$ cat src/sv/wgm_pkg.sv
// shared constants and types of the wildcard glob matcher
package wgm_pkg;

    // pattern storage size and derived widths
    localparam int PAT_MAX    = 32;
    localparam int VEC_W      = PAT_MAX + 1;
    localparam int LEN_W      = $clog2(PAT_MAX + 1);
    localparam int CLOSE_LVLS = $clog2(VEC_W);
    localparam int CFG_DATA_W = 64;
    localparam int CFG_IDX_W  = 3;
    localparam int WORD_BYTES = CFG_DATA_W / 8;

    // pattern byte codes
    localparam logic [7:0] CH_ANY  = 8'h3F;
    localparam logic [7:0] CH_STAR = 8'h2A;

    // configuration register indexes
    typedef enum logic [CFG_IDX_W-1:0] {
        CFG_LEN    = 3'd0,
        CFG_WORD_A = 3'd1,
        CFG_WORD_B = 3'd2,
        CFG_WORD_C = 3'd3,
        CFG_WORD_D = 3'd4
    } t_cfg_idx;

    // decoded pattern, held in registers between configuration writes
    typedef struct packed {
        logic [LEN_W-1:0]             len;
        logic [VEC_W-1:0]             le_mask;
        logic [PAT_MAX-1:0]           lt_mask;
        logic [PAT_MAX-1:0]           star;
        logic [PAT_MAX-1:0]           any;
        logic [PAT_MAX-1:0][7:0]      bytes;
    } t_pat_info;

endpackage

$ cat src/sv/wgm_ifs.sv
// request channels of the wildcard glob matcher

// text byte requests
interface wgm_in_if;
    logic       valid;
    logic       ready;
    logic [7:0] text_byte;
    logic       starts_string;

    modport source (output valid, output text_byte, output starts_string, input ready);
    modport sink   (input valid, input text_byte, input starts_string, output ready);
endinterface

// match result requests
interface wgm_out_if;
    logic valid;
    logic ready;
    logic prefix_matches;
    logic still_possible;

    modport source (output valid, output prefix_matches, output still_possible, input ready);
    modport sink   (input valid, input prefix_matches, input still_possible, output ready);
endinterface

$ cat src/sv/wgm_cfg_regs.sv
// configuration registers with pattern decode at write time
module wgm_cfg_regs (
    input  logic                             i_clk,
    input  logic                             i_rst_n,
    input  logic                             i_cfg_we,
    input  logic [wgm_pkg::CFG_IDX_W-1:0]    i_cfg_idx,
    input  logic [wgm_pkg::CFG_DATA_W-1:0]   i_cfg_data,
    output wgm_pkg::t_pat_info               o_pat
);

    wgm_pkg::t_pat_info r_pat;
    logic [wgm_pkg::LEN_W-1:0] n_len;

    // saturate the requested length to the pattern store size
    always_comb begin
        if (i_cfg_data[wgm_pkg::LEN_W-1:0] > wgm_pkg::LEN_W'(wgm_pkg::PAT_MAX)) begin
            n_len = wgm_pkg::LEN_W'(wgm_pkg::PAT_MAX);
        end else begin
            n_len = i_cfg_data[wgm_pkg::LEN_W-1:0];
        end
    end

    // register writes, decoding star and any flags per byte
    always_ff @(posedge i_clk) begin
        if (!i_rst_n) begin
            r_pat.len     <= '0;
            r_pat.le_mask <= wgm_pkg::VEC_W'(1);
            r_pat.lt_mask <= '0;
            r_pat.star    <= '0;
            r_pat.any     <= '0;
            r_pat.bytes   <= '0;
        end else if (i_cfg_we) begin
            unique case (wgm_pkg::t_cfg_idx'(i_cfg_idx))
                wgm_pkg::CFG_LEN: begin
                    r_pat.len <= n_len;
                    for (int i = 0; i < wgm_pkg::VEC_W; i++) begin
                        r_pat.le_mask[i] <= (wgm_pkg::LEN_W'(i) <= n_len);
                    end
                    for (int i = 0; i < wgm_pkg::PAT_MAX; i++) begin
                        r_pat.lt_mask[i] <= (wgm_pkg::LEN_W'(i) < n_len);
                    end
                end
                wgm_pkg::CFG_WORD_A, wgm_pkg::CFG_WORD_B,
                wgm_pkg::CFG_WORD_C, wgm_pkg::CFG_WORD_D: begin
                    for (int j = 0; j < wgm_pkg::WORD_BYTES; j++) begin
                        r_pat.bytes[{i_cfg_idx[1:0] - 2'd1, 3'(j)}] <= i_cfg_data[8*j +: 8];
                        r_pat.star[{i_cfg_idx[1:0] - 2'd1, 3'(j)}]  <=
                            (i_cfg_data[8*j +: 8] == wgm_pkg::CH_STAR);
                        r_pat.any[{i_cfg_idx[1:0] - 2'd1, 3'(j)}]   <=
                            (i_cfg_data[8*j +: 8] == wgm_pkg::CH_ANY);
                    end
                end
                default: begin
                    // indexes past the register list are ignored
                end
            endcase
        end
    end

    assign o_pat = r_pat;

endmodule

$ cat src/sv/wgm_star_close.sv
// closure of a position vector over star bytes, as a parallel prefix
module wgm_star_close (
    input  logic [wgm_pkg::VEC_W-1:0]   i_vec,
    input  logic [wgm_pkg::PAT_MAX-1:0] i_star,
    input  logic [wgm_pkg::VEC_W-1:0]   i_le_mask,
    output logic [wgm_pkg::VEC_W-1:0]   o_vec
);

    // g: reachable positions, p: position q is reachable from q-1 through a star
    logic [wgm_pkg::VEC_W-1:0] g [0:wgm_pkg::CLOSE_LVLS];
    logic [wgm_pkg::VEC_W-1:0] p [0:wgm_pkg::CLOSE_LVLS-1];

    assign g[0] = i_vec & i_le_mask;
    assign p[0] = {i_star, 1'b0};

    // doubling span per level
    for (genvar l = 0; l < wgm_pkg::CLOSE_LVLS; l++) begin : g_lvl
        for (genvar q = 0; q < wgm_pkg::VEC_W; q++) begin : g_bit
            if (q >= (1 << l)) begin : g_join
                assign g[l+1][q] = g[l][q] | (p[l][q] & g[l][q - (1 << l)]);
                if (l < wgm_pkg::CLOSE_LVLS - 1) begin : g_prop
                    assign p[l+1][q] = p[l][q] & p[l][q - (1 << l)];
                end
            end else begin : g_pass
                assign g[l+1][q] = g[l][q];
                if (l < wgm_pkg::CLOSE_LVLS - 1) begin : g_prop
                    assign p[l+1][q] = p[l][q];
                end
            end
        end
    end

    // drop positions that spread past the pattern end
    assign o_vec = g[wgm_pkg::CLOSE_LVLS] & i_le_mask;

endmodule

$ cat src/sv/wgm_step.sv
// one text byte step of the position vector
module wgm_step (
    input  wgm_pkg::t_pat_info            i_pat,
    input  logic [wgm_pkg::VEC_W-1:0]     i_state,
    input  logic [7:0]                    i_byte,
    input  logic                          i_start,
    output logic [wgm_pkg::VEC_W-1:0]     o_state,
    output logic                          o_prefix,
    output logic                          o_possible
);

    logic [wgm_pkg::VEC_W-1:0]   cur_raw;
    logic [wgm_pkg::VEC_W-1:0]   cur;
    logic [wgm_pkg::VEC_W-1:0]   adv;
    logic [wgm_pkg::VEC_W-1:0]   nxt;
    logic [wgm_pkg::PAT_MAX-1:0] hit;
    logic [wgm_pkg::PAT_MAX-1:0] live;

    // a new string restarts from position zero
    assign cur_raw = i_start ? wgm_pkg::VEC_W'(1) : i_state;

    wgm_star_close u_close_cur (
        .i_vec     (cur_raw),
        .i_star    (i_pat.star),
        .i_le_mask (i_pat.le_mask),
        .o_vec     (cur)
    );

    // per-position byte match
    always_comb begin
        for (int i = 0; i < wgm_pkg::PAT_MAX; i++) begin
            hit[i] = i_pat.any[i] | (i_pat.bytes[i] == i_byte);
        end
    end

    // stars hold their position, other bytes advance on a hit
    assign live = cur[wgm_pkg::PAT_MAX-1:0] & i_pat.lt_mask;
    assign adv  = {live & ~i_pat.star & hit, 1'b0}
                | {1'b0, live & i_pat.star};

    wgm_star_close u_close_nxt (
        .i_vec     (adv),
        .i_star    (i_pat.star),
        .i_le_mask (i_pat.le_mask),
        .o_vec     (nxt)
    );

    assign o_state    = nxt;
    assign o_prefix   = nxt[i_pat.len];
    assign o_possible = |nxt;

endmodule

$ cat src/sv/wildcard_glob_matcher.sv
// top level of the wildcard glob matcher
// Anchored glob match of a byte stream against a configured pattern of up to
// 32 bytes: '?' stands for any one byte and '*' for any run, empty included.
// Channels: i_in carries one text byte per request with a flag that marks the
// first byte of a new string; o_out returns one result per byte: whether the
// text so far matches the whole pattern, and whether a match is still
// reachable. The pattern is set through the write port (length at index 0,
// bytes 0..31 in four 64-bit words at indexes 1..4) while no request is open.
// Flow: the accepting edge loads the input register; the byte then moves on
// to the result register, which raises the result request, at an edge when
// the result register holds no stalled result.
// Throughput: one byte per cycle while the receiver does not stall; the
// position vector is closed over stars, advanced and closed again
// combinationally between the input register and the state register.
// Reset clears the pattern, the pipeline and the position vector to position
// zero. When the receiver stalls, the result register holds its request and
// the input register still takes one more byte before ready drops.
module wildcard_glob_matcher (
    input  logic                            i_clk,
    input  logic                            i_rst_n,
    wgm_in_if.sink                          i_in,
    wgm_out_if.source                       o_out,
    input  logic                            i_cfg_we,
    input  logic [wgm_pkg::CFG_IDX_W-1:0]   i_cfg_idx,
    input  logic [wgm_pkg::CFG_DATA_W-1:0]  i_cfg_data
);

    wgm_pkg::t_pat_info            pat;
    logic                          r_s1_valid;
    logic [7:0]                    r_s1_byte;
    logic                          r_s1_start;
    logic [wgm_pkg::VEC_W-1:0]     r_state;
    logic                          r_out_valid;
    logic                          r_out_prefix;
    logic                          r_out_possible;
    logic [wgm_pkg::VEC_W-1:0]     n_state;
    logic                          n_prefix;
    logic                          n_possible;
    logic                          out_en;
    logic                          s1_fire;

    wgm_cfg_regs u_cfg (
        .i_clk      (i_clk),
        .i_rst_n    (i_rst_n),
        .i_cfg_we   (i_cfg_we),
        .i_cfg_idx  (i_cfg_idx),
        .i_cfg_data (i_cfg_data),
        .o_pat      (pat)
    );

    // pipeline flow control
    assign out_en     = !r_out_valid || o_out.ready;
    assign s1_fire    = r_s1_valid && out_en;
    assign i_in.ready = !r_s1_valid || out_en;

    // input register
    always_ff @(posedge i_clk) begin
        if (!i_rst_n) begin
            r_s1_valid <= 1'b0;
        end else if (i_in.ready) begin
            r_s1_valid <= i_in.valid;
        end
    end

    always_ff @(posedge i_clk) begin
        if (i_in.ready && i_in.valid) begin
            r_s1_byte  <= i_in.text_byte;
            r_s1_start <= i_in.starts_string;
        end
    end

    wgm_step u_step (
        .i_pat      (pat),
        .i_state    (r_state),
        .i_byte     (r_s1_byte),
        .i_start    (r_s1_start),
        .o_state    (n_state),
        .o_prefix   (n_prefix),
        .o_possible (n_possible)
    );

    // position vector, updated once per byte as it moves to the result register
    always_ff @(posedge i_clk) begin
        if (!i_rst_n) begin
            r_state <= wgm_pkg::VEC_W'(1);
        end else if (s1_fire) begin
            r_state <= n_state;
        end
    end

    // result register
    always_ff @(posedge i_clk) begin
        if (!i_rst_n) begin
            r_out_valid <= 1'b0;
        end else if (out_en) begin
            r_out_valid <= r_s1_valid;
        end
    end

    always_ff @(posedge i_clk) begin
        if (s1_fire) begin
            r_out_prefix   <= n_prefix;
            r_out_possible <= n_possible;
        end
    end

    assign o_out.valid          = r_out_valid;
    assign o_out.prefix_matches = r_out_prefix;
    assign o_out.still_possible = r_out_possible;

endmodule

$ cat src/flat_wrapper.sv
// flat-port wrapper written by rule: the top's interface ports become plain ports
module wildcard_glob_matcher_flat 
  (i_clk, i_rst_n, i_cfg_we, i_cfg_idx, i_cfg_data, i_in_valid, i_in_text_byte, i_in_starts_string, i_in_ready, o_out_valid, o_out_prefix_matches, o_out_still_possible, o_out_ready);
  wgm_in_if i_in_i ();
  wgm_out_if o_out_i ();
  input  logic i_clk;
  input  logic i_rst_n;
  input  logic i_cfg_we;
  input  logic [wgm_pkg::CFG_IDX_W-1:0] i_cfg_idx;
  input  logic [wgm_pkg::CFG_DATA_W-1:0] i_cfg_data;
  input wire logic [$bits(i_in_i.valid)-1:0] i_in_valid;
  input wire logic [$bits(i_in_i.text_byte)-1:0] i_in_text_byte;
  input wire logic [$bits(i_in_i.starts_string)-1:0] i_in_starts_string;
  output wire logic [$bits(i_in_i.ready)-1:0] i_in_ready;
  output wire logic [$bits(o_out_i.valid)-1:0] o_out_valid;
  output wire logic [$bits(o_out_i.prefix_matches)-1:0] o_out_prefix_matches;
  output wire logic [$bits(o_out_i.still_possible)-1:0] o_out_still_possible;
  input wire logic [$bits(o_out_i.ready)-1:0] o_out_ready;
  assign i_in_i.valid = i_in_valid;
  assign i_in_i.text_byte = i_in_text_byte;
  assign i_in_i.starts_string = i_in_starts_string;
  assign i_in_ready = i_in_i.ready;
  assign o_out_valid = o_out_i.valid;
  assign o_out_prefix_matches = o_out_i.prefix_matches;
  assign o_out_still_possible = o_out_i.still_possible;
  assign o_out_i.ready = o_out_ready;
  wildcard_glob_matcher u_core (.i_clk(i_clk), .i_rst_n(i_rst_n), .i_in(i_in_i), .o_out(o_out_i), .i_cfg_we(i_cfg_we), .i_cfg_idx(i_cfg_idx), .i_cfg_data(i_cfg_data));
endmodule
$ cat config.mk
export PLATFORM = sky130hd
export DESIGN_NAME = wildcard_glob_matcher_flat
export DESIGN_NICKNAME = d
export VERILOG_FILES = /design/src/sv/wgm_pkg.sv /design/src/sv/wgm_ifs.sv /design/src/sv/wgm_cfg_regs.sv /design/src/sv/wgm_star_close.sv /design/src/sv/wgm_step.sv /design/src/sv/wildcard_glob_matcher.sv /design/src/flat_wrapper.sv
export SDC_FILE = /design/constraint.sdc
export NUM_CORES = 1
export LEC_CHECK = 0
export ABC_CLOCK_PERIOD_IN_PS = 11200
export BUFFER_PORTS_ARGS = -buffer_cell sky130_fd_sc_hd__buf_2
export CORE_MARGIN = 8
export CORE_UTILIZATION = 40
export CTS_CLUSTER_SIZE = 20
export DETAILED_ROUTE_END_ITERATION = 8
export GPL_TIMING_DRIVEN = 0
export PLACE_DENSITY = 0.65
export SLEW_MARGIN = 20
export SYNTH_ARGS = -nofsm -noshare
export SYNTH_HDL_FRONTEND = slang
export SYNTH_SLANG_ARGS = --single-unit
$ cat constraint.sdc
create_clock -name i_clk -period 11.2 [get_ports i_clk]
set_input_delay 2.24 -clock i_clk [delete_from_list [all_inputs] [get_ports i_clk]]
set_output_delay 2.24 -clock i_clk [all_outputs]
set_load 0.005 [all_outputs]
# == Yosys cells after proc, flatten, opt, wreduce, memory -nomap -nowiden ==
# Cells that the tools add are included.
# op_classes
n_addsub,1
n_lt_le_gt_ge,83
n_eq_ne,52
n_mux,60
bitwise_logic,673
reduce_logical,19
# ops
operator,count
256-bit bitwise mux,8
32-bit bitwise mux,16
1-bit AND,367
1-bit bitwise OR,296
8-bit equality test,32
32-bit AND,5
8-bit demux with 2-bit select,8
"8-bit by 6-bit equality test with 1-bit output, second input constant",16
33-bit AND,3
"5-bit by 6-bit less-or-equal comparator with 1-bit output, first input constant",16
"5-bit by 6-bit less-than comparator with 1-bit output, first input constant",16
8-bit two-way mux,8
"4-bit by 6-bit less-or-equal comparator with 1-bit output, first input constant",8
"4-bit by 6-bit less-than comparator with 1-bit output, first input constant",8
"5-bit by 6-bit less-than comparator with 1-bit output, second input constant",8
"5-bit by 1-bit greater-or-equal comparator with 1-bit output, second input constant",8
33-bit two-way mux,1
33-bit by 32-bit bitwise OR with 33-bit output,1
33-bit OR reduction,1
32-bit NOT,1
"3-bit by 6-bit less-or-equal comparator with 1-bit output, first input constant",4
"3-bit by 6-bit less-than comparator with 1-bit output, first input constant",4
1-bit demux with 2-bit select,8
"1-bit by 6-bit less-or-equal comparator with 1-bit output, first input constant",2
19 further kinds,43
# totals
ff_bits,437
in_bits,81
out_inout_bits,4
word_cells,932

# == Longest topological paths before layout ==
# depth
word_depth,32
depth_mapped,18

# == By module ==
# Synthesis repeated with hierarchy kept, for this count alone.
# unflattened
hier_cells,2818
hier_area_um2,22491.6
# modules_own_cells
module,instances,cells_each,area_per_inst_um2,seq_area_each_um2
wgm_cfg_regs,1,1674,13754.4,7767.4
wgm_step,1,559,4377.9,0.0
wgm_star_close,2,211,1302.5,0.0
wildcard_glob_matcher,1,163,1754.2,1031.0

# == Worst setup path after synthesis ==
# OpenSTA, ideal clock, no wires.
# synth_timing
kind,input -> output
startpoint,in o_out_ready
endpoint,out i_in_ready
arrival_time_ns,2.507
required_time_ns,8.960
setup_slack_ns,6.453
cell_stages,2
path_buffers,0
path_cell_list,nor2b_1 nand2_1
# synth_between
elab_chain_len,2
# synth_rtl
element,line_no,text
from (decl),flat_wrapper.sv:18,input wire logic [$bits(o_out_i.ready)-1:0] o_out_ready;
1-bit logical OR,wildcard_glob_matcher.sv:52,assign out_en = !r_out_valid || o_out.ready;
1-bit logical OR,wildcard_glob_matcher.sv:54,assign i_in.ready = !r_s1_valid || out_en;
to (decl),flat_wrapper.sv:14,output wire logic [$bits(i_in_i.ready)-1:0] i_in_ready;
# No other way between the ends.

# == Worst setup path after layout ==
# layout_timing
startpoint,reg u_core.r_s1_byte[2]
endpoint,"reg u_core.r_out_possible, in the netlist u_core.o_out.still_possible (data pin)"
# layout_between
elab_chain_len,18
elab_cells_between_ends,333
# layout_rtl
element,line_no,text
from (decl),wildcard_glob_matcher.sv:30,logic [7:0] r_s1_byte;
from (signal assigned),wildcard_glob_matcher.sv:67,r_s1_byte <= i_in.text_byte;
8-bit equality test,wgm_step.sv:32,hit[i] = i_pat.any[i] | (i_pat.bytes[i] == i_byte);
1-bit bitwise OR,wgm_step.sv:32,
32-bit AND (*),wgm_step.sv:38,"assign adv = {live & ~i_pat.star & hit, 1'b0}"
33-bit by 32-bit bitwise OR with 33-bit output (*),wgm_step.sv:39,"| {1'b0, live & i_pat.star};"
33-bit AND (*),wgm_star_close.sv:13,assign g[0] = i_vec & i_le_mask;
1-bit AND,wgm_star_close.sv:20,assign g[l+1][q] = g[l][q] | (p[l][q] & g[l][q - (1 << l)]);
1-bit bitwise OR,wgm_star_close.sv:20,
1-bit AND,wgm_star_close.sv:20,
(+2 left out),--,
1-bit bitwise OR,wgm_star_close.sv:20,
1-bit AND,wgm_star_close.sv:20,
1-bit bitwise OR,wgm_star_close.sv:20,
1-bit AND,wgm_star_close.sv:20,
1-bit bitwise OR (2 in a row),wgm_star_close.sv:20,
33-bit AND (*),wgm_star_close.sv:34,assign o_vec = g[wgm_pkg::CLOSE_LVLS] & i_le_mask;
33-bit OR reduction (*),wgm_step.sv:50,assign o_possible = |nxt;
net u_core.n_possible,wildcard_glob_matcher.sv:38,logic n_possible;
to (signal assigned),wildcard_glob_matcher.sv:103,r_out_possible <= n_possible;
to (decl),wildcard_glob_matcher.sv:35,logic r_out_possible;
# Mark *: on every way through the listed nets, which the timed path passes. The rest lies on a longest branch.
# A chain may end at the register's enable or synchronous reset.

==> impl_metrics.env <==
export IMPL_clock_sinks=434
export IMPL_crit_arrival_ns=6.10
export IMPL_p_seq_frac=0.456
export IMPL_root_buffer="clkbuf_16"
export IMPL_use_met3=0.0520
export IMPL_skew_ns=0.0383
export IMPL_synth_yosys_warnings=0
export IMPL_setup_slack_ns=5.44
export IMPL_via_per_inst=5.88
export IMPL_num_rows=89
export IMPL_nFillCells=6029
export IMPL_antenna_left=0
export IMPL_htreeDepth=2
export IMPL_drtIter0Drc=2613
export IMPL_p_leak_nw=9.44
export IMPL_vias=23400
export IMPL_crit_buf_inv=3
export IMPL_p_per_area_nw_per_um2=132
export IMPL_worstSetupPathType="flip-flop to flip-flop"
export IMPL_dr_pass1_iters=7
export IMPL_maxCapViolCount=0
export IMPL_synth_cell_area_um2=23800
export IMPL_cp_top_family="simple AND/OR/NAND/NOR gates"
export IMPL_drive_above_1_share=0.0792
export IMPL_netlist_area_leader_share=0.356
export IMPL_port_buffers=81
export IMPL_grt_util_met2=0.444
export IMPL_worst_pin_slew_ns=1.18
export IMPL_p_clk_frac=0.453
export IMPL_fmax_mhz=174
export IMPL_holdCritPathClass="flip-flop to flip-flop"
export IMPL_path_clk_slew_ns=0.06
export IMPL_clk_latency_ns=0.62
export IMPL_synth_edff_count=11
export IMPL_synthTopCellsByCount="806 x nand2_1, 423 x dfxtp_1, 335 x a21boi_0"
export IMPL_slowest_stage="a311oi_1"
export IMPL_rsz0062_at_grt="no"
export IMPL_ios=85
export IMPL_synth_ff_latch_count=434
export IMPL_yosysMostFrequentCell="nand2_1"
export IMPL_final_period_utilization=0.514
export IMPL_routabilityCongestion=0.977
export IMPL_design_core_area_um2=58900
export IMPL_chipWidth_um=260
export IMPL_sw_frac_of_total=0.269
export IMPL_grt_ovfl_total=0
export IMPL_grt_pass1_vias=21900
export IMPL_hold_viol=0
export IMPL_slew_headroom=0.212
export IMPL_worstPathRequired_ns=11.54
export IMPL_pre_cts_ws_ns=5.80
export IMPL_cp_end_kind="flip-flop"
export IMPL_ctsHoldBuffers=0
export IMPL_p_switching_mw=0.946
export IMPL_clockBufferDepth=3
export IMPL_utilization=0.453
export IMPL_drt_wirelength_per_cell_um=24.7
export IMPL_synth_area_leader_cell="dfxtp_1"
export IMPL_numCtsBuffers=47
export IMPL_combPwrFrac=0.091
export IMPL_nets=3255
export IMPL_yosys_top_cells_area="dfxtp_1 36%, nand2_1 13%, a21boi_0 11%"
export IMPL_totalWireLength_mm=98.3
export IMPL_cp_cell_sequence="buf_2 -> buf_6 -> buf_4 -> xor2_1 -> nor4_1 -> a21oi_1 -> nor2_1 -> o21ai_0 -> nand2_1 -> a311oi_1 -> nand2b_1 -> nor4bb_1 -> nand4_1 -> or4_1 -> nor3b_1 -> nand4b_1"
export IMPL_setup_viol=0
export IMPL_drc=0
export IMPL_use_met1=0.370
export IMPL_die_area_um2=67400
export IMPL_die_y_um=260
export IMPL_syn_nets=3125
export IMPL_post_route_min_period_ns=5.76
export IMPL_power_total_mw=3.52
export IMPL_track_usage=0.280
export IMPL_cp_max_fo=10
export IMPL_post_dp_hpwl_mm=74.1
export IMPL_grt_busiest_layer="met2"
export IMPL_synthCells=3044
export IMPL_yosys_cell_types_count=104
export IMPL_slew_violations=0
export IMPL_synthFlopType="dfxtp_1"
export IMPL_yosysSeqAreaShare=0.370
export IMPL_area_growth_pct=12.4
export IMPL_finalSetupTns_ns=0
export IMPL_antenna_found_initial=5
export IMPL_ir_worst_vdd_mv=0.120
export IMPL_grt_pass1_wl_mm=143
export IMPL_cts_tree="done"
export IMPL_grt_max_degree=14
export IMPL_cts_resized=0
export IMPL_start_util=0.403
export IMPL_post_cts_buffers=0
export IMPL_avgSynthCellArea_um2=7.80
export IMPL_crit_path_start_kind="flip-flop"
export IMPL_async_reset_ff_frac=0
export IMPL_cpPeakStageDelay_ns=0.88
export IMPL_run_status="complete, no violations"
export IMPL_p_int_mw=2.57
-- layer usage --
layer / share of wire / vias to the layer above
met5: 0.00013 / -
met2: 0.44 / 1199
met1: 0.42 / 11200
li1: - / 10800
met4: 0.050 / 2
met3: 0.093 / 276
-- through the flow --
stage	hold WS, ns	cell area (µm²)	instances
final	0.468	26700	3985
after CTS	0.464	26700	3982
after detailed placement	0.458	25100	3898
after global routing	0.491	26700	3983
after global placement	0.452	25100	3898
after floorplan	0.432	23800	3044
-- layout by cell type, fill, tap and decap left out, drive strengths merged, types with 15 or more instances in the layout --
master / synthesis / layout
a32oi: 27 / 27
o21ai: 111 / 111
xor2: 244 / 244
nand4: 29 / 29
and2: 58 / 58
a31oi: 20 / 20
clkbuf: 155 / 227
a211oi: 25 / 25
nor2b: 15 / 15
nand3: 35 / 35
nor4: 77 / 77
a21oi: 99 / 99
nand2: 806 / 806
a21boi: 339 / 339
o31ai: 19 / 19
o21a: 18 / 18
o211ai: 15 / 15
dfxtp: 423 / 423
buf: 71 / 152
inv: 35 / 37
nor2: 157 / 157
nor3: 40 / 40
-- logic make-up (layout without fill, tap and decap cells) --
family | after synthesis | count (layout) | synth area share
XOR/XNOR | 256 | 256 | 0.0944
flip-flops | 434 | 434 | 0.370
AND/OR/NAND/NOR | 1296 | 1296 | 0.242
buffers and inverters | 262 | 427 | 0.0500
AO/OA/AOI/OAI | 793 | 793 | 0.242
other | 0 | 3 | 0
multiplexers | 3 | 3 | 0.00137
-- final timing paths --
| path | from | to | slack [ns] | depth (start not counted) |
|---|---|---|---|---|
| hold reg to reg | u_core.u_cfg.o_pat[264]$_SDFFE_PN0P_ | u_core.u_cfg.o_pat[264]$_SDFFE_PN0P_ | 0.47 | 2 |
| hold / removal | u_core.u_cfg.o_pat[264]$_SDFFE_PN0P_ | u_core.u_cfg.o_pat[264]$_SDFFE_PN0P_ | 0.47 | 2 |
| setup / recovery | u_core.r_s1_byte[2]$_DFFE_PP_ | u_core.o_out.still_possible$_DFFE_PP_ | 5.44 | 16 |
| setup reg to reg | u_core.r_s1_byte[2]$_DFFE_PP_ | u_core.o_out.still_possible$_DFFE_PP_ | 5.44 | 16 |
-- power by group through the flow --
| stage | combinational, mW | sequential (mW) | clock (mW) |
|---|---|---|---|
| after floorplan | 0.174 | 1.63 | 0 |
| after detailed placement | 0.312 | 1.64 | 0 |
| after global placement | 0.310 | 1.64 | 0 |
| after CTS | 0.313 | 1.60 | 1.61 |
| after global routing | 0.335 | 1.61 | 1.67 |
| final | 0.321 | 1.60 | 1.59 |
-- final cells by class --
cell class                 instances  area (µm²)  share of cell area
clock buffer                      72        1410              0.0529
tap                              773         967              0.0362
sequential                       434        8800               0.330
clock inverter                    12         135             0.00506
buffer                           226        1050              0.0395
multi-input combinational       2348       13800               0.516
inverter                          36         135             0.00506
antenna                            3        7.51            0.000281
timing repair buffer              81         405              0.0152
-- flip-flops by register name, indices dropped and copies added, names as in the netlist --
name / count
u_core.o_out.prefix_matches: 1
u_core.o_out.still_possible: 1
u_core.o_out.valid: 1
u_core.r_s1_byte: 8
u_core.r_s1_start: 1
u_core.r_s1_valid: 1
u_core.r_state: 32
u_core.u_cfg.o_pat: 389
-- tightest hold or removal path: cells and delay by family, from the launching register on --
family             cells  cell delay [ns]
DFF                    1             0.31
AOI/OAI and AO/OA      1             0.06
and+or+nand+nor        1             0.05
Note: power is estimated with default switching activity, not from simulation.
